===== src/hw/rtl/bup2_pkg.sv =====
// bup2_pkg: shared constants, pixel and job types, mean helpers for the
// bilinear 2x upscaler. No dependencies; every file but bup2_ram uses it.
`timescale 1ns / 1ps

package bup2_pkg;

  // field widths
  localparam int CHAN_W     = 8;
  localparam int CFG_DATA_W = 11;
  localparam int CFG_IDX_W  = 2;
  localparam int COORD_W    = 11;
  localparam int ROW_W      = 10;

  // register indexes
  localparam logic [CFG_IDX_W-1:0] REG_IMAGE_WIDTH  = 2'd0;
  localparam logic [CFG_IDX_W-1:0] REG_IMAGE_HEIGHT = 2'd1;

  // register reset values
  localparam logic [CFG_DATA_W-1:0] IMAGE_WIDTH_RST  = 11'd640;
  localparam logic [CFG_DATA_W-1:0] IMAGE_HEIGHT_RST = 11'd480;

  // frame limits
  localparam int                    MAX_WIDTH_DEF = 1024;
  localparam logic [CFG_DATA_W-1:0] HEIGHT_CAP    = 11'd1024;

  // depth of the queue between front and back
  localparam int QUEUE_DEPTH = 2;

  typedef struct packed {
    logic [CHAN_W-1:0] red;
    logic [CHAN_W-1:0] green;
    logic [CHAN_W-1:0] blue;
  } rgb_t;

  // one classified input pixel, ready for the back end
  typedef struct packed {
    rgb_t               cur;
    rgb_t               mean_h;
    rgb_t               mean_v;
    rgb_t               mean_q;
    logic [COORD_W-1:0] col2;
    logic [COORD_W-1:0] row2;
    logic               has_left;
    logic               has_up;
  } job_t;

  // floored mean of two channels
  function automatic logic [CHAN_W-1:0] mean2(input logic [CHAN_W-1:0] a,
                                              input logic [CHAN_W-1:0] b);
    logic [CHAN_W:0] sum;
    sum = {1'b0, a} + {1'b0, b};
    return sum[CHAN_W:1];
  endfunction

  // floored mean of four channels
  function automatic logic [CHAN_W-1:0] mean4(input logic [CHAN_W-1:0] a,
                                              input logic [CHAN_W-1:0] b,
                                              input logic [CHAN_W-1:0] c,
                                              input logic [CHAN_W-1:0] d);
    logic [CHAN_W+1:0] sum;
    sum = {2'b00, a} + {2'b00, b} + {2'b00, c} + {2'b00, d};
    return sum[CHAN_W+1:2];
  endfunction

  function automatic rgb_t mean2_rgb(input rgb_t a, input rgb_t b);
    rgb_t m;
    m.red   = mean2(a.red, b.red);
    m.green = mean2(a.green, b.green);
    m.blue  = mean2(a.blue, b.blue);
    return m;
  endfunction

  function automatic rgb_t mean4_rgb(input rgb_t a, input rgb_t b, input rgb_t c,
                                     input rgb_t d);
    rgb_t m;
    m.red   = mean4(a.red, b.red, c.red, d.red);
    m.green = mean4(a.green, b.green, c.green, d.green);
    m.blue  = mean4(a.blue, b.blue, c.blue, d.blue);
    return m;
  endfunction

endpackage


===== src/hw/rtl/bup2_if.sv =====


// result channel
interface bup2_res_if;
  logic                         valid;
  logic                         ready;
  logic [bup2_pkg::CHAN_W-1:0]  out_red;
  logic [bup2_pkg::CHAN_W-1:0]  out_green;
  logic [bup2_pkg::CHAN_W-1:0]  out_blue;
  logic [bup2_pkg::COORD_W-1:0] out_col;
  logic [bup2_pkg::COORD_W-1:0] out_row;
  logic                         run_last;

  modport source(output valid, out_red, out_green, out_blue, out_col, out_row, run_last,
                 input ready);
  modport sink(input valid, out_red, out_green, out_blue, out_col, out_row, run_last,
               output ready);
endinterface



===== src/hw/rtl/bup2_back.sv =====
// bup2_back: walks each queued job through its own copy, left, upper and
// corner results, skipping those it lacks, one per cycle unless out_res
// stalls, into the output register. Depends on bup2_pkg and bup2_if.
`timescale 1ns / 1ps

module bup2_back (
  input  logic           clk,
  input  logic           rst_n,
  input  logic           pop_valid,
  input  bup2_pkg::job_t pop_job,
  output logic           pop_ready,
  bup2_res_if.source     out_res
);

  import bup2_pkg::*;

  typedef enum logic [1:0] {
    K_OWN,
    K_LEFT,
    K_UP,
    K_QUAD
  } kind_t;

  kind_t              kind_r;
  kind_t              kind_nxt;
  logic               last;
  logic               load;
  logic               take;
  rgb_t               pix;
  logic [COORD_W-1:0] col;
  logic [COORD_W-1:0] row;

  logic               out_valid_r;
  rgb_t               out_pix_r;
  logic [COORD_W-1:0] out_col_r;
  logic [COORD_W-1:0] out_row_r;
  logic               run_last_r;

  assign load      = !out_valid_r || out_res.ready;
  assign take      = load && pop_valid;
  assign pop_ready = take && last;

  // next result kind for this job, skipping the ones it does not have
  always_comb begin
    kind_nxt = K_OWN;
    last     = 1'b1;
    unique case (kind_r)
      K_OWN: begin
        if (pop_job.has_left) begin
          kind_nxt = K_LEFT;
          last     = 1'b0;
        end else if (pop_job.has_up) begin
          kind_nxt = K_UP;
          last     = 1'b0;
        end
      end
      K_LEFT: begin
        if (pop_job.has_up) begin
          kind_nxt = K_UP;
          last     = 1'b0;
        end
      end
      K_UP: begin
        if (pop_job.has_left) begin
          kind_nxt = K_QUAD;
          last     = 1'b0;
        end
      end
      K_QUAD: begin
        last = 1'b1;
      end
      default: begin
        last = 1'b1;
      end
    endcase
  end

  // color and coordinates of the current result
  always_comb begin
    unique case (kind_r)
      K_OWN: begin
        pix = pop_job.cur;
        col = pop_job.col2;
        row = pop_job.row2;
      end
      K_LEFT: begin
        pix = pop_job.mean_h;
        col = pop_job.col2 - COORD_W'(1);
        row = pop_job.row2;
      end
      K_UP: begin
        pix = pop_job.mean_v;
        col = pop_job.col2;
        row = pop_job.row2 - COORD_W'(1);
      end
      K_QUAD: begin
        pix = pop_job.mean_q;
        col = pop_job.col2 - COORD_W'(1);
        row = pop_job.row2 - COORD_W'(1);
      end
      default: begin
        pix = pop_job.cur;
        col = pop_job.col2;
        row = pop_job.row2;
      end
    endcase
  end

  // result sequencer and output register
  always_ff @(posedge clk) begin
    if (!rst_n) begin
      kind_r      <= K_OWN;
      out_valid_r <= 1'b0;
    end else begin
      if (load) begin
        out_valid_r <= pop_valid;
      end
      if (take) begin
        kind_r     <= last ? K_OWN : kind_nxt;
        out_pix_r  <= pix;
        out_col_r  <= col;
        out_row_r  <= row;
        run_last_r <= last;
      end
    end
  end

  assign out_res.valid     = out_valid_r;
  assign out_res.out_red   = out_pix_r.red;
  assign out_res.out_green = out_pix_r.green;
  assign out_res.out_blue  = out_pix_r.blue;
  assign out_res.out_col   = out_col_r;
  assign out_res.out_row   = out_row_r;
  assign out_res.run_last  = run_last_r;

endmodule

===== src/flat_wrapper.sv =====
// flat-port wrapper written by rule: the top's interface ports become plain ports
module bup2_back_flat import bup2_pkg::*;
  (clk, rst_n, pop_valid, pop_job, pop_ready, out_res_valid, out_res_out_red, out_res_out_green, out_res_out_blue, out_res_out_col, out_res_out_row, out_res_run_last, out_res_ready);
  bup2_res_if out_res_i ();
  input  logic clk;
  input  logic rst_n;
  input  logic pop_valid;
  input  bup2_pkg::job_t pop_job;
  output logic pop_ready;
  output wire logic [$bits(out_res_i.valid)-1:0] out_res_valid;
  output wire logic [$bits(out_res_i.out_red)-1:0] out_res_out_red;
  output wire logic [$bits(out_res_i.out_green)-1:0] out_res_out_green;
  output wire logic [$bits(out_res_i.out_blue)-1:0] out_res_out_blue;
  output wire logic [$bits(out_res_i.out_col)-1:0] out_res_out_col;
  output wire logic [$bits(out_res_i.out_row)-1:0] out_res_out_row;
  output wire logic [$bits(out_res_i.run_last)-1:0] out_res_run_last;
  input wire logic [$bits(out_res_i.ready)-1:0] out_res_ready;
  assign out_res_valid = out_res_i.valid;
  assign out_res_out_red = out_res_i.out_red;
  assign out_res_out_green = out_res_i.out_green;
  assign out_res_out_blue = out_res_i.out_blue;
  assign out_res_out_col = out_res_i.out_col;
  assign out_res_out_row = out_res_i.out_row;
  assign out_res_run_last = out_res_i.run_last;
  assign out_res_i.ready = out_res_ready;
  bup2_back u_core (.clk(clk), .rst_n(rst_n), .pop_valid(pop_valid), .pop_job(pop_job), .pop_ready(pop_ready), .out_res(out_res_i));
endmodule

===== config.mk =====
export PLATFORM = sky130hd
export DESIGN_NAME = bup2_back_flat
export DESIGN_NICKNAME = d
export VERILOG_FILES = /design/src/hw/rtl/bup2_pkg.sv /design/src/hw/rtl/bup2_if.sv /design/src/hw/rtl/bup2_back.sv /design/src/flat_wrapper.sv
export SDC_FILE = /design/constraint.sdc
export NUM_CORES = 1
export LEC_CHECK = 0
export BUFFER_PORTS_ARGS = -buffer_cell sky130_fd_sc_hd__clkbuf_2
export CAP_MARGIN = 15
export CORE_AREA = 3 3 80 120
export CTS_BUF_LIST = sky130_fd_sc_hd__clkbuf_8
export DETAILED_ROUTE_END_ITERATION = 7
export DIE_AREA = 0 0 83 123
export RECOVER_POWER = 100
export SKIP_LAST_GASP = 1
export SLEW_MARGIN = 0
export SYNTH_ARGS = -nofsm -noshare
export SYNTH_HDL_FRONTEND = slang
export SYNTH_SLANG_ARGS = --single-unit
export TNS_END_PERCENT = 100

===== constraint.sdc =====
create_clock -name clk -period 2.56 [get_ports clk]
set_input_delay 0.256 -clock clk [delete_from_list [all_inputs] [get_ports clk]]
set_output_delay 0.256 -clock clk [all_outputs]
set_load 0.05 [all_outputs]

==> results.md <==
* Final setup violation count at 0
* Synth-to-Final Area Change at 38.1%
* Post-DP HPWL at 6030 um
* Max-cap violations at 0
* Setup Buffers After CTS at 0
* Fmax at 499 MHz
* Worst-path clk slew at 80 ps
* Most frequent cells in the layout: clkbuf_2, clkbuf_1, edfxtp_1
* Crit Path Class: flop to output port
* Starting density of the core at 29.4%
* CP max-delay cell: dfxtp_1
* Hold path endpoint: u_core.out_res.valid
* Worst endpoint required time at 2300 ps
* Crit path buf inv count at 1
* Core area at 8720 sq um
* Synth Area in Adders at 0.976%
* Number of global-route vias before repair at 2173
* Crit-path max cell delay at 650 ps
* Lkg Pwr at 1.40 nW
* TNS Setup at 0 ps
* Count of pins over their slew limit at 0
* Final WS setup at 555 ps
* Clock root buffer: clkbuf_8
* Cells after synthesis at 152
* Clock period minus worst slack at 2000 ps
* Yosys top cell by area: edfxtp_1
* Max FO, Critical Path at 10
* Hold buffer count at cts at 0
* Ys flop type: edfxtp_1
* WL per Instance at 16.9 um
* RSZ-0062 raised after global routing: no
* Area of the multi-input gates at 1010 sq um
* Ports at 173
* Crit-path cells: nor2b_1 > nor4_1 > clkbuf_2
* Flops & latches, synth at 50
* CTS tree: yes
* R2R cell count at 2
* Power Total at 1.83 mW
* Synth Area in XOR/XNOR at 6.49%
* Hold slack at 228 ps
* Fin area at 3540 sq um
* Critical R2R Capture: u_core.out_res.out_red[5]
* P per Cell Area at 518 nW/um^2
* Worst skew pair latency at 310 ps
* Seq/Total Area, Yosys at 57.4%
* Status: finished, final reports clean
* CTS resizes at 0
* Antenna-violating nets left at 0
* Hold path start: rst_n
* Yosys warns at 0
* Clock skew at 12.6 ps
* Post-synthesis cell area at 2560 sq um
* Residual DRC count at 0
* Pre-CTS setup slack at 739 ps
* Period utilization at 78.3%
* Simple-gate share of the synthesized area at 9.22%
* Mux contribution to synthesized area at 21.5%
* Starting DRT DRC Count at 31
* Hold Crit Depth at 2
* WP data arrival at 1750 ps
* Largest net degree at the start of global routing at 48
* VDD IR-drop max at 0.234 mV
* Synth Area in Compound Gates at 2.10%
* Clk buf depth at 2
* Min-delay worst type: primary input to flop
* Gpl congestion at 0.800
* GRT Overall Usage at 13.9%
* N_diodes at 0
* CTS buffer count at 5
* TritonRoute pass-1 iters at 6
* CP top delay family: flip-flops
* GRT overflow at 0
* Total Wirelength at 7380 um
* Register area at 1470 sq um
* Reg2reg start: u_core.kind_r[0]
* Reg2Reg Setup Slack at 600 ps
* Synth area leaders: edfxtp_1, mux4_2, xor2_1
* Slew headroom at 18.9%
* Endpoint class of the critical path: output port
* Layout cell share with drive strength beyond 1 at 49.1%
* Critical Path Start Type: flop
* Die X-Extent at 83 um
* Unique masters post-synth at 34
* Row count at 42
* Initial antenna violation count at 0
* Post-Syn Nets at 278
* First-pass GRT wire length at 10900 um
* Slew of the pin with the lowest slew margin at 1220 ps
* Nets at 453
* Post-DP Area at 3550 sq um
* Clk sinks at 50
* Via count at 2090
* Die extent in y at 123 um
* Most common cell after layout, fill and taps aside: clkbuf_2
* Mean post-synth cell area at 16.9 sq um
* Top cell type's share of synthesized area at 55.1%
* Ys async rst share at 0%
* Die ar. at 10200 sq um
* Combinational family with the most area after synthesis: multiplexers
* Filler instances at 880
* PortBufs at 172
* Final Hold Fails at 0
* Vias/cell at 4.77
* H-tree levels at 2
* Number of synthesized flops with an enable pin at 47
## metrics by stage
stage | std cells | util, %
final | 438 | 40.6
after global routing | 438 | 40.6
after CTS | 438 | 41.6
after detailed placement | 430 | 40.6
after global placement | 430 | 40.6
after floorplan | 152 | -
## worst max-delay path by stage
stage | startpoint | to | cells after the start
global placement | u_core.kind_r[0] | u_core.out_res.out_col[9] | 3
detailed placement | u_core.kind_r[0] | u_core.out_res.out_col[10] | 3
floorplan | u_core.kind_r[0] | pop_ready | 3
finish | u_core.kind_r[0] | pop_ready | 3
global route | u_core.kind_r[0] | pop_ready | 3
CTS | u_core.kind_r[1] | pop_ready | 4
## registers in the layout, summed over array words and instances, names as in the netlist
signal	count
u_core.out_res.valid	1
u_core.out_res.out_red	8
u_core.out_res.out_blue	8
u_core.out_res.out_col	11
u_core.out_res.run_last	1
u_core.out_res.out_row	11
u_core.kind_r	2
u_core.out_res.out_green	8
## layer usage
metal  GRT usage, %  part of all wire [%]  up-vias
met5              0                     0        -
met2           25.5                    54      104
met1           16.0                    37     1018
met4           5.21                   1.6        0
li1               -                     -      960
met3           2.87                   6.9        8
## Yosys cell counts, types with 2 or more instances
library cell and number:
o21ai_0 2, nor4_1 2, nor2_1 7, edfxtp_1 47, xnor2_1 9, nand4_1 3
nand4b_1 2, dfxtp_1 3, nand2_1 3, inv_1 5, ha_1 2, nand3_1 2
nor3_1 3, mux4_2 24, xor2_1 10, a21boi_0 3, buf_2 6, nor2b_1 3
## power by group
| group | switching (mW) | leakage [nW] | internal, mW |
|---|---|---|---|
| combinational | 0.253 | 0.895 | 0.163 |
| clock | 0.269 | 0.0416 | 0.188 |
| sequential | 0.0141 | 0.463 | 0.949 |
## worst register-to-register path: cells and delay by family, from the launching register on
family | cells | cell delay [ps]
DFF | 1 | 650
buffers and inverters | 1 | 480
muxes | 1 | 580
## final cells by class
| class | instances | area share, % |
|---|---|---|
| Inverter | 5 | 0.530 |
| Tap cell | 110 | 3.89 |
| Timing Repair Buffer | 175 | 23.2 |
| Multi-Input combinational cell | 90 | 28.4 |
| Clock buffer | 5 | 1.94 |
| Sequential cell | 50 | 41.6 |
| Clock inverter | 3 | 0.459 |
## logic make-up (layout without fill, tap and decap cells)
family | count (synthesis) | count (layout)
DFF | 50 | 50
and+or+nand+nor | 36 | 36
muxes | 25 | 25
xor gates and xnor gates | 19 | 19
buffers and inverters | 12 | 188
AOI/OAI and AO/OA | 8 | 8
adders and majority gates | 2 | 2
Power figures use the tool's default switching activity.
