### src/hw/rtl/bup2_pkg.sv
// bup2_pkg: shared constants, pixel and job types, mean helpers for the
// bilinear 2x upscaler. No dependencies; every file but bup2_ram uses it.
`timescale 1ns / 1ps

package bup2_pkg;

  // field widths
  localparam int CHAN_W     = 8;
  localparam int CFG_DATA_W = 11;
  localparam int CFG_IDX_W  = 2;
  localparam int COORD_W    = 11;
  localparam int ROW_W      = 10;

  // register indexes
  localparam logic [CFG_IDX_W-1:0] REG_IMAGE_WIDTH  = 2'd0;
  localparam logic [CFG_IDX_W-1:0] REG_IMAGE_HEIGHT = 2'd1;

  // register reset values
  localparam logic [CFG_DATA_W-1:0] IMAGE_WIDTH_RST  = 11'd640;
  localparam logic [CFG_DATA_W-1:0] IMAGE_HEIGHT_RST = 11'd480;

  // frame limits
  localparam int                    MAX_WIDTH_DEF = 1024;
  localparam logic [CFG_DATA_W-1:0] HEIGHT_CAP    = 11'd1024;

  // depth of the queue between front and back
  localparam int QUEUE_DEPTH = 2;

  typedef struct packed {
    logic [CHAN_W-1:0] red;
    logic [CHAN_W-1:0] green;
    logic [CHAN_W-1:0] blue;
  } rgb_t;

  // one classified input pixel, ready for the back end
  typedef struct packed {
    rgb_t               cur;
    rgb_t               mean_h;
    rgb_t               mean_v;
    rgb_t               mean_q;
    logic [COORD_W-1:0] col2;
    logic [COORD_W-1:0] row2;
    logic               has_left;
    logic               has_up;
  } job_t;

  // floored mean of two channels
  function automatic logic [CHAN_W-1:0] mean2(input logic [CHAN_W-1:0] a,
                                              input logic [CHAN_W-1:0] b);
    logic [CHAN_W:0] sum;
    sum = {1'b0, a} + {1'b0, b};
    return sum[CHAN_W:1];
  endfunction

  // floored mean of four channels
  function automatic logic [CHAN_W-1:0] mean4(input logic [CHAN_W-1:0] a,
                                              input logic [CHAN_W-1:0] b,
                                              input logic [CHAN_W-1:0] c,
                                              input logic [CHAN_W-1:0] d);
    logic [CHAN_W+1:0] sum;
    sum = {2'b00, a} + {2'b00, b} + {2'b00, c} + {2'b00, d};
    return sum[CHAN_W+1:2];
  endfunction

  function automatic rgb_t mean2_rgb(input rgb_t a, input rgb_t b);
    rgb_t m;
    m.red   = mean2(a.red, b.red);
    m.green = mean2(a.green, b.green);
    m.blue  = mean2(a.blue, b.blue);
    return m;
  endfunction

  function automatic rgb_t mean4_rgb(input rgb_t a, input rgb_t b, input rgb_t c,
                                     input rgb_t d);
    rgb_t m;
    m.red   = mean4(a.red, b.red, c.red, d.red);
    m.green = mean4(a.green, b.green, c.green, d.green);
    m.blue  = mean4(a.blue, b.blue, c.blue, d.blue);
    return m;
  endfunction

endpackage

### src/hw/rtl/bup2_queue.sv
// bup2_queue: short job queue between the front and back ends.
// Depends on bup2_pkg for the job type and depth.
`timescale 1ns / 1ps

module bup2_queue (
  input  logic           clk,
  input  logic           rst_n,
  input  logic           push_valid,
  input  bup2_pkg::job_t push_job,
  output logic           push_ready,
  output logic           pop_valid,
  output bup2_pkg::job_t pop_job,
  input  logic           pop_ready
);

  import bup2_pkg::*;

  localparam int QW = (QUEUE_DEPTH > 1) ? $clog2(QUEUE_DEPTH) : 1;
  localparam logic [QW:0]   FULL_CNT = (QW + 1)'(QUEUE_DEPTH);
  localparam logic [QW-1:0] LAST_IDX = QW'(QUEUE_DEPTH - 1);

  job_t          slot_r [QUEUE_DEPTH];
  logic [QW-1:0] wr_ptr_r;
  logic [QW-1:0] rd_ptr_r;
  logic [QW:0]   count_r;
  logic          push;
  logic          pop;

  assign push_ready = (count_r != FULL_CNT);
  assign pop_valid  = (count_r != '0);
  assign pop_job    = slot_r[rd_ptr_r];
  assign push       = push_valid && push_ready;
  assign pop        = pop_valid && pop_ready;

  // pointers and fill level
  always_ff @(posedge clk) begin
    if (!rst_n) begin
      wr_ptr_r <= '0;
      rd_ptr_r <= '0;
      count_r  <= '0;
    end else begin
      if (push) begin
        wr_ptr_r <= (wr_ptr_r == LAST_IDX) ? '0 : wr_ptr_r + QW'(1);
      end
      if (pop) begin
        rd_ptr_r <= (rd_ptr_r == LAST_IDX) ? '0 : rd_ptr_r + QW'(1);
      end
      if (push && !pop) begin
        count_r <= count_r + (QW + 1)'(1);
      end else if (pop && !push) begin
        count_r <= count_r - (QW + 1)'(1);
      end
    end
  end

  // storage
  always_ff @(posedge clk) begin
    if (push) begin
      slot_r[wr_ptr_r] <= push_job;
    end
  end

endmodule

### config.mk
export PLATFORM = sky130hd
export DESIGN_NAME = bup2_queue
export DESIGN_NICKNAME = d
export VERILOG_FILES = /design/src/hw/rtl/bup2_pkg.sv /design/src/hw/rtl/bup2_queue.sv
export SDC_FILE = /design/constraint.sdc
export NUM_CORES = 1
export LEC_CHECK = 0
export ABC_AREA = 1
export BUFFER_PORTS_ARGS = -buffer_cell sky130_fd_sc_hd__buf_2
export CAP_MARGIN = 20
export CELL_PAD_IN_SITES_DETAIL_PLACEMENT = 0
export CELL_PAD_IN_SITES_GLOBAL_PLACEMENT = 1
export CORE_AREA = 2 2 141 143
export CTS_CLUSTER_DIAMETER = 40
export DETAILED_ROUTE_END_ITERATION = 16
export DIE_AREA = 0 0 143 145
export GPL_TIMING_DRIVEN = 1
export PLACE_DENSITY_LB_ADDON = 0.3
export SLEW_MARGIN = 20
export SYNTH_ARGS = -nofsm -noshare
export SYNTH_HDL_FRONTEND = slang
export SYNTH_SLANG_ARGS = --single-unit
### constraint.sdc
create_clock -name clk -period 15.2 [get_ports clk]
set_clock_uncertainty 0.05 [all_clocks]
set_input_delay 3.04 -clock clk [delete_from_list [all_inputs] [get_ports clk]]
set_output_delay 3.04 -clock clk [all_outputs]
set_load 0.02 [all_outputs]
==> results of run 1 <==
-- cell usage after synthesis --
cell type	number	share of area, %
nand3_1	1	0.056
o21a_1	1	0.084
nand2_1	9	0.38
nor2_1	8	0.34
mux2_2	120	15
a21oi_1	1	0.056
dfxtp_1	5	1.1
inv_1	8	0.34
nand4_1	1	0.070
edfxtp_1	240	81
buf_2	2	0.11
buf_6	11	1.4
o21ai_0	2	0.11
ha_1	1	0.14
-- worst max-delay path, cell delays in order (launching register included) --
cell	delay, ps
dfxtp_4	990
buf_4	670
mux2_2	420
buf_2	160
-- registers in the layout, summed over array words and instances (netlist names), named ones only --
register and count:
count_r 2, wr_ptr_r 1, rd_ptr_r 1, slot_r 240
-- final cells by class --
cell class              instances  area (um^2)  share of cell area (%)
clock buffers                  33          783                    6.83
clock inverters                23          270                    2.36
inverters                       8         30.0                   0.262
multi-input cells             144         1480                    12.9
flip-flops and latches        245         7310                    63.8
well taps                     265          332                    2.89
repair buffers                250         1260                    11.0
-- path summary, 6_finish.rpt --
path / start / end / slack, ps / cells after the start
hold / removal: rd_ptr_r / flop / 460 / 2
hold reg to reg: rd_ptr_r / flop / 460 / 2
setup / recovery: flop / pop_job[44] / 9280 / 3
setup reg to reg: count_r[0] / slot_r[0][10] / 13230 / 5
-- logic make-up after synthesis --
| group | after synthesis |
|---|---|
| adder cells (fa/ha/maj) | 1 |
| buffers and inverters | 21 |
| AO/OA/AOI/OAI | 4 |
| flip-flops | 245 |
| multiplexers | 120 |
| AND/OR/NAND/NOR | 19 |
-- layer usage --
metal	vias up	global-route usage (%)	part of all wire, %
li1	2158	-	-
met1	2247	18.2	38
met2	160	27.8	52
met3	27	4.62	7.5
met4	2	4.75	2.0
met5	-	0	0.094
-- stage by stage --
step / utilization [%] / hold WS, ps
2_1_floorplan: - / 417
3_3_place_gp: 54.2 / 431
3_5_place_dp: 54.2 / 448
4_1_cts: 59.7 / 474
5_1_grt: 59.7 / 493
6_report: 59.7 / 464
-- power groups by stage --
stage	combinational, W	clock [W]	sequential [W]
after floorplan	0.000334	0	0.000901
after global placement	0.000447	0	0.000907
after detailed placement	0.000452	0	0.000914
after CTS	0.000455	0.000746	0.000900
after global routing	0.000477	0.000770	0.000908
final	0.000446	0.000728	0.000898
==> results.json, run 1 <==
{
  "initial_core_util_pct": 46.5,
  "synth_compound_area_share_pct": 0.252,
  "drtIter0Drc": 182,
  "setup-tns-final_ps": 0,
  "synth_seq_cells": 245,
  "drive_gt1_share_pct": 60.2,
  "grt_remaining_overflow": 0,
  "final_max_slew_viol_count": 0,
  "powerDensity_mw_per_mm2": 181,
  "required_ps": 12110,
  "dp_cells": 912,
  "place_area_mm2": 0.0104,
  "p_switching_w": 0.000582,
  "combPwrFrac_pct": 21.5,
  "avgSynthCellArea_um2": 21.8,
  "viasPerCell": 4.75,
  "fin_cells": 968,
  "grt_pass1_vias": 4997,
  "clkPwrFrac_pct": 35.1,
  "timing.final.ws_setup_ps": 9280,
  "tritoncts.num_buffers": 30,
  "clock_latency_ps": 520,
  "fin_crit_ps": 5920,
  "htreeDepth": 1,
  "cts_hold_buf": 0,
  "finalHoldViolCount": 0,
  "final_cell_mix": "245 x buf_2, 240 x edfxtp_1, 120 x mux2_2",
  "ios": 246,
  "start_kind": "flop",
  "vias": 4594,
  "synthDistinctLibCells": 14,
  "syn_nets": 535,
  "area_growth_pct": 28.4,
  "cts_tree": "built",
  "ys_warn_count": 0,
  "fillers": 1475,
  "antenna_found_initial": 2,
  "yosys.area_share.simple_pct": 0.840,
  "post-place-ws_ps": 9750,
  "wl_per_cell_um": 17.5,
  "finalPower_w": 0.00207,
  "path_class": "flop to primary output",
  "wirelength_mm": 16.9,
  "dr.pass1.iters": 4,
  "ctsResizeCount": 0,
  "dieArea_mm2": 0.0207,
  "cts_setup_buffers": 0,
  "drc": 0,
  "swShare_pct": 28.1,
  "track_usage_pct": 15.7,
  "ys_seq_area_share_pct": 81.8,
  "slew-limit-headroom_pct": 34.9,
  "row_count": 51,
  "clock.fmax_mhz": 169,
  "grt_start_max_net_pins": 73,
  "final_area_mm2": 0.0115,
  "nets": 804,
  "final_common_cell": "buf_2",
  "port_buffers": 245,
  "die_w_um": 143,
  "cp-end-kind": "primary output",
  "root_buffer": "clkbuf_16",
  "status": "finished clean",
  "syn_area_mm2": 0.00893,
  "gp_congestion": 0.720,
  "antenna_cells": 0,
  "worstPathMaxFanout": 72,
  "yosys-mux-area-fraction_pct": 15.1,
  "cts.sinks": 245,
  "setup_viol": 0,
  "synthAdderAreaFrac_pct": 0.140,
  "place_hpwl_mm": 11.0,
  "path_clk_slew_ps": 60,
  "worstHoldPathType": "flop to flop",
  "intPower_w": 0.00149,
  "worst_pin_slew_ps": 976,
  "p_leak_nw": 4.30,
  "grt_pass1_wl_mm": 25.5,
  "seqPwrFrac_pct": 43.3,
  "clk_path_buf_depth": 3,
  "min_period_over_period_pct": 38.9,
  "die_h_um": 145,
  "drv_cap": 0,
  "ant_nets": 0,
  "synthCells": 410,
  "ir_drop_mv": 0.126,
  "arrival_ps": 2830,
  "synth_xor_area_share_pct": 0,
  "rsz0062_at_grt": "false",
  "synth_top_family_by_area": "multiplexers",
  "core_mm2": 0.0192
}
(Power assumes the default switching activity.)
==> inputs of run 2 (changes only) <==
--- a/config.mk
+++ b/config.mk
@@ -5,15 +5,15 @@
 export SDC_FILE = /design/constraint.sdc
 export NUM_CORES = 1
 export LEC_CHECK = 0
-export ABC_AREA = 1
+export ABC_AREA = 0
 export BUFFER_PORTS_ARGS = -buffer_cell sky130_fd_sc_hd__buf_2
 export CAP_MARGIN = 20
 export CELL_PAD_IN_SITES_DETAIL_PLACEMENT = 0
 export CELL_PAD_IN_SITES_GLOBAL_PLACEMENT = 1
-export CORE_AREA = 2 2 141 143
+export CORE_AREA = 2 2 153 155
 export CTS_CLUSTER_DIAMETER = 40
 export DETAILED_ROUTE_END_ITERATION = 16
-export DIE_AREA = 0 0 143 145
+export DIE_AREA = 0 0 155 157
 export GPL_TIMING_DRIVEN = 1
 export PLACE_DENSITY_LB_ADDON = 0.3
 export SLEW_MARGIN = 20
==> constraint.sdc (replaced) <==
create_clock -name clk -period 4.7 [get_ports clk]
set_clock_uncertainty 0.05 [all_clocks]
set_input_delay 0.94 -clock clk [delete_from_list [all_inputs] [get_ports clk]]
set_output_delay 0.94 -clock clk [all_outputs]
set_load 0.02 [all_outputs]
==> run 2 against run 1 <==
  * Clock-buffer cell count unchanged
  * Largest power group unchanged
  * First-iteration DRC count grew 11%
  * Synthesized area is essentially flat
  * Sequential cell count is the same
  * Global-route usage is 2.1 points lower
==> results.json, run 2 <==
{
  "p_leak_nw": 4.29,
  "place_hpwl_mm": 11.2,
  "ant_nets": 0,
  "vias": 4612,
  "start_kind": "flop",
  "min_period_over_period_pct": 72.7,
  "initial_core_util_pct": 39.7,
  "synthFlopType": "edfxtp_1",
  "critPathSlowestCell": "dfxtp_4",
  "worstHoldPathType": "flop to flop",
  "grt_remaining_overflow": 0,
  "drc": 0,
  "required_ps": 3710,
  "powerDensity_mw_per_mm2": 596,
  "hold_depth": 2,
  "crit_buf_inv": 2,
  "worst_pin_slew_ps": 913,
  "grt_pass1_vias": 4801,
  "wirelength_mm": 17.4,
  "ys_seq_area_share_pct": 81.8,
  "place_area_mm2": 0.0105,
  "row_count": 55,
  "largest_reg_flops": 240,
  "fin_crit_ps": 3420,
  "dp_cells": 917,
  "setup_viol": 0,
  "viasPerCell": 4.73,
  "ios": 246,
  "grt_pass1_wl_mm": 25.7,
  "path_cells": "buf_12 > mux2_2 > buf_2",
  "worstPathMaxFanout": 65,
  "synth_commonest_cells": "240 x edfxtp_1, 120 x mux2_2, 10 x buf_6",
  "clock_latency_ps": 530,
  "final_area_mm2": 0.0115,
  "ys_warn_count": 0,
  "die_w_um": 155,
  "cp-end-kind": "primary output",
  "r2r-end": "slot_r[0][103]",
  "final_max_slew_viol_count": 0,
  "syn_area_mm2": 0.00893,
  "hp-start": "count_r[1]",
  "final_common_cell": "buf_2",
  "fillers": 1848,
  "cts_setup_buffers": 0,
  "fin_cells": 975,
  "avgSynthCellArea_um2": 22.5,
  "synthCells": 397,
  "status": "finished clean",
  "yosysTopAreaCell": "edfxtp_1",
  "path_delay_family": "flip-flops",
  "dr.pass1.iters": 4,
  "yosys.cell_count.top_type": "edfxtp_1",
  "track_usage_pct": 13.6,
  "ctsResizeCount": 0,
  "htreeDepth": 1,
  "finalHoldViolCount": 0,
  "arrival_ps": 2430,
  "antenna_found_initial": 4,
  "r2r-start": "count_r[0]",
  "gp_congestion": 0.726,
  "grt_start_max_net_pins": 74,
  "die_h_um": 157,
  "rrSetupSlack_ps": 2410,
  "reg_top3": "slot_r (240), count_r (2)",
  "synth_edf_count": 240,
  "cts_hold_buf": 0,
  "post-place-ws_ps": 1810,
  "ir_drop_mv": 0.347,
  "clock.fmax_mhz": 293,
  "port_buffers": 245,
  "path_class": "flop to primary output",
  "path_clk_slew_ps": 50,
  "post-route-util_pct": 51.3,
  "area_growth_pct": 29.2,
  "cts.sinks": 245,
  "final_cell_mix": "245 x buf_2, 240 x edfxtp_1, 120 x mux2_2",
  "tritoncts.num_buffers": 31,
  "drtIter0Drc": 202,
  "synth_seq_cells": 245,
  "timing.final.ws_setup_ps": 1280,
  "synth-async-reset-ratio_pct": 0,
  "regMostFlops": "slot_r",
  "r2r_cells": 4,
  "yosysTopAreaCellShare_pct": 80.7,
  "rsz0062_at_grt": "false",
  "synthDistinctLibCells": 21,
  "root_buffer": "clkbuf_16",
  "synthTopCellsByArea": "edfxtp_1 81%, mux2_2 15%, buf_6 1.3%",
  "slowest_delay_ps": 830,
  "clk_path_buf_depth": 3,
  "slew-limit-headroom_pct": 39.1,
  "dieArea_mm2": 0.0243,
  "drive_gt1_share_pct": 61.8,
  "drv_cap": 0,
  "cts_tree": "built",
  "syn_nets": 522,
  "core_mm2": 0.0225,
  "cp_num_cells": 3,
  "min_to": "count_r[1]",
  "wl_per_cell_um": 17.8,
  "nets": 790,
  "setup-tns-final_ps": 0
}
[run 2: cell types whose count changed after synthesis, moves of 2 or more]
| cell | previous run | this run |
|---|---|---|
| and2_1 | 0 | 4 |
| inv_1 | 8 | 1 |
| nand2_1 | 9 | 0 |
| xnor2_1 | 0 | 2 |
| nor2_1 | 8 | 0 |
[run 2: worst max path at each step]
| stage | startpoint | end | slack (ps) |
|---|---|---|---|
| floorplan | push_valid | slot_r[1][0] | 400 |
| global placement | flop | pop_job[86] | 1830 |
| detailed placement | flop | pop_job[86] | 1810 |
| CTS | flop | pop_job[78] | 1230 |
| global route | flop | pop_job[78] | 1150 |
| finish | flop | pop_job[2] | 1280 |
[run 2: stage by stage]
stage / hold WS [ps] / power, W
after floorplan: 462 / 0.00404
after global placement: 484 / 0.00450
after detailed placement: 503 / 0.00453
after CTS: 513 / 0.00697
after global routing: 519 / 0.00716
final: 507 / 0.00687
[run 2: where the power goes]
group / switching (W) / internal, W / total, W
Sequential: 0.000130 / 0.00273 / 0.00286
Clock: 0.000874 / 0.00154 / 0.00242
Combinational: 0.000942 / 0.000654 / 0.00160
Total: 0.00195 / 0.00493 / 0.00687
[run 2: worst register-to-register path: stages (launching register included)]
cell      delay (ps)
dfxtp_1          420
nand2b_4         190
nand3b_1         140
inv_4            660
buf_12           440
[run 2: cell families (layout without fill, tap and decap cells)]
logic type / count (synthesis) / count (layout) / share of synthesized area [%]
compound gates: 5 / 5 / 0.392
buf+inv: 14 / 305 / 1.50
other cells: 0 / 2 / 0
flops: 245 / 245 / 81.8
xor+xnor: 3 / 3 / 0.294
fa+ha+maj: 1 / 1 / 0.140
simple gates: 9 / 9 / 0.729
mux: 120 / 120 / 15.1
[run 2: cell type report]
class | instances | area [um^2] | area share (%)
inverter | 1 | 6.26 | 0.0542
clock inverter | 23 | 295 | 2.56
multi-input combinational | 138 | 1500 | 13.0
tap | 285 | 357 | 3.09
sequential | 245 | 7310 | 63.4
antenna | 2 | 5.00 | 0.0434
clock buffer | 33 | 783 | 6.79
timing repair buffer | 248 | 1290 | 11.1
[run 2: routing by layer]
layer	track usage, %	part of all wire (%)
met1	16.1	39
met2	22.9	48
met3	5.29	9.7
met4	4.45	2.7
met5	0	0.16
==> inputs of run 3 (changes only) <==
--- a/config.mk
+++ b/config.mk
@@ -5,7 +5,7 @@
 export SDC_FILE = /design/constraint.sdc
 export NUM_CORES = 1
 export LEC_CHECK = 0
-export ABC_AREA = 0
+export ABC_AREA = 1
 export BUFFER_PORTS_ARGS = -buffer_cell sky130_fd_sc_hd__buf_2
 export CAP_MARGIN = 20
 export CELL_PAD_IN_SITES_DETAIL_PLACEMENT = 0
==> constraint.sdc (replaced) <==
create_clock -name clk -period 2.95 [get_ports clk]
set_clock_uncertainty 0.05 [all_clocks]
set_input_delay 0.59 -clock clk [delete_from_list [all_inputs] [get_ports clk]]
set_output_delay 0.59 -clock clk [all_outputs]
set_load 0.02 [all_outputs]
==> run 3 against run 2 <==
  * Register-to-register slack lost 1200 ps
  * Combinational power grew 54%
  * Die area is the same
  * Power grew 56%
  * Wire length grew 2.1%
  * Highest routed layer unchanged
==> results.json, run 3 (synthesized netlist as in run 1, its figures left out) <==
{
  "status": "finished clean",
  "wl_per_cell_um": 17.8,
  "reg_top3": "slot_r (240), count_r (2)",
  "die_w_um": 155,
  "vias": 4678,
  "final_max_slew_viol_count": 0,
  "fillers": 1885,
  "cts.sinks": 245,
  "worst_pin_slew_ps": 625,
  "clock.fmax_mhz": 412,
  "setup_viol": 0,
  "dieArea_mm2": 0.0243,
  "tritoncts.num_buffers": 34,
  "wirelength_mm": 17.7,
  "area_growth_pct": 29.6,
  "powerDensity_mw_per_mm2": 929,
  "drtIter0Drc": 180,
  "required_ps": 2310,
  "grt_pass1_wl_mm": 26.7,
  "dr.pass1.iters": 4,
  "place_hpwl_mm": 11.7,
  "row_count": 55,
  "finalPower_w": 0.0107,
  "multiInputGateArea_mm2": 0.00149,
  "fin_crit_ps": 2430,
  "grt_remaining_overflow": 0,
  "grt_start_max_net_pins": 79,
  "setup-tns-final_ps": 0,
  "min_period_over_period_pct": 82.3,
  "arrival_ps": 1790,
  "cp-end-kind": "primary output",
  "grt_pass1_vias": 5004,
  "final_cell_mix": "245 x buf_2, 240 x edfxtp_1, 120 x mux2_2",
  "largest_reg_flops": 240,
  "clock_latency_ps": 480,
  "antenna_found_initial": 2,
  "cts_tree": "built",
  "viasPerCell": 4.71,
  "start_kind": "flop",
  "die_h_um": 157,
  "path_cells": "buf_12 > mux2_2 > buf_2",
  "slew-limit-headroom_pct": 58.4,
  "nets": 809,
  "rsz0062_at_grt": "false",
  "path_clk_slew_ps": 50,
  "ctsResizeCount": 0,
  "track_usage_pct": 14.2,
  "critPathSlowestCell": "mux2_2",
  "drive_gt1_share_pct": 60.3,
  "slowest_delay_ps": 400,
  "htreeDepth": 2,
  "worstPathMaxFanout": 62,
  "clk_path_buf_depth": 3,
  "post-route-util_pct": 51.4,
  "seq_area_mm2": 0.00731,
  "crit_buf_inv": 2,
  "worstHoldPathType": "primary input to flop",
  "ant_nets": 0,
  "root_buffer": "clkbuf_16",
  "gp_congestion": 0.742,
  "cts_hold_buf": 0,
  "path_class": "flop to primary output",
  "path_delay_family": "buffers and inverters",
  "p_leak_nw": 4.34,
  "finalHoldViolCount": 0,
  "port_buffers": 245,
  "cts_setup_buffers": 0,
  "final_common_cell": "buf_2",
  "ios": 246,
  "drv_cap": 0,
  "core_mm2": 0.0225,
  "initial_core_util_pct": 39.7,
  "regMostFlops": "slot_r",
  "ir_drop_mv": 0.550,
  "drc": 0
}
-- run 3: changes by cell type in the layout (fill, tap and decap cells not counted), moves of 2 or more --
cell       change
inv_1          +8
nand2_1        +7
nor2_1         +6
and2_1         -4
bufinv_16      -4
clkbuf_16      +4
clkbuf_1       +3
clkinv_2       +3
buf_4          +2
clkinv_4       -2
inv_6          -2
nor2_4         +2
xnor2_1        -2
-- run 3: final cells by class --
class	count	share of cell area, %
sequential	245	63.2
multi-input combinational	144	12.8
timing repair buffer	251	11.4
clock buffer	40	7.73
tap	285	3.08
clock inverter	20	1.47
inverter	8	0.259
antenna	1	0.0216
-- run 3: per-stage QoR --
| step | cell area [um^2] | hold WS [ps] | setup slack [ps] | instances |
|---|---|---|---|---|
| 2_1_floorplan | 8960 | 417 | 34.4 | 410 |
| 3_3_place_gp | 10500 | 433 | 1050 | 933 |
| 3_5_place_dp | 10500 | 450 | 1040 | 933 |
| 4_1_cts | 11600 | 211 | 505 | 993 |
| 5_1_grt | 11600 | 217 | 462 | 993 |
| 6_report | 11600 | 237 | 523 | 994 |
-- run 3: layer usage --
layer  wire length [um]  up-vias  global-route usage, %  part of all wire (%)
li1                   -     2175                      -                     -
met1               7160     2292                   17.2                    40
met2               8880      180                   23.8                    50
met3               1280       29                   4.63                   7.2
met4                390        2                   5.82                   2.2
met5                 16        -                      0                 0.090
-- run 3: worst paths after layout --
check | cells after the start | end | slack, ps | from
hold reg to reg | 2 | rd_ptr_r | 450 | rd_ptr_r
hold / removal | 1 | slot_r[1][105] | 240 | push_job[105]
setup / recovery | 3 | pop_job[42] | 520 | flop
setup reg to reg | 5 | slot_r[0][9] | 1190 | count_r[0]
-- run 3: where the power goes --
| group | leakage [nW] | internal, W | switching (W) | total [W] |
|---|---|---|---|---|
| Clock | 0.519 | 0.00235 | 0.00140 | 0.00375 |
| Combinational | 1.54 | 0.000944 | 0.00153 | 0.00247 |
| Sequential | 2.28 | 0.00441 | 0.000120 | 0.00453 |
| Total | 4.34 | 0.00770 | 0.00304 | 0.0107 |
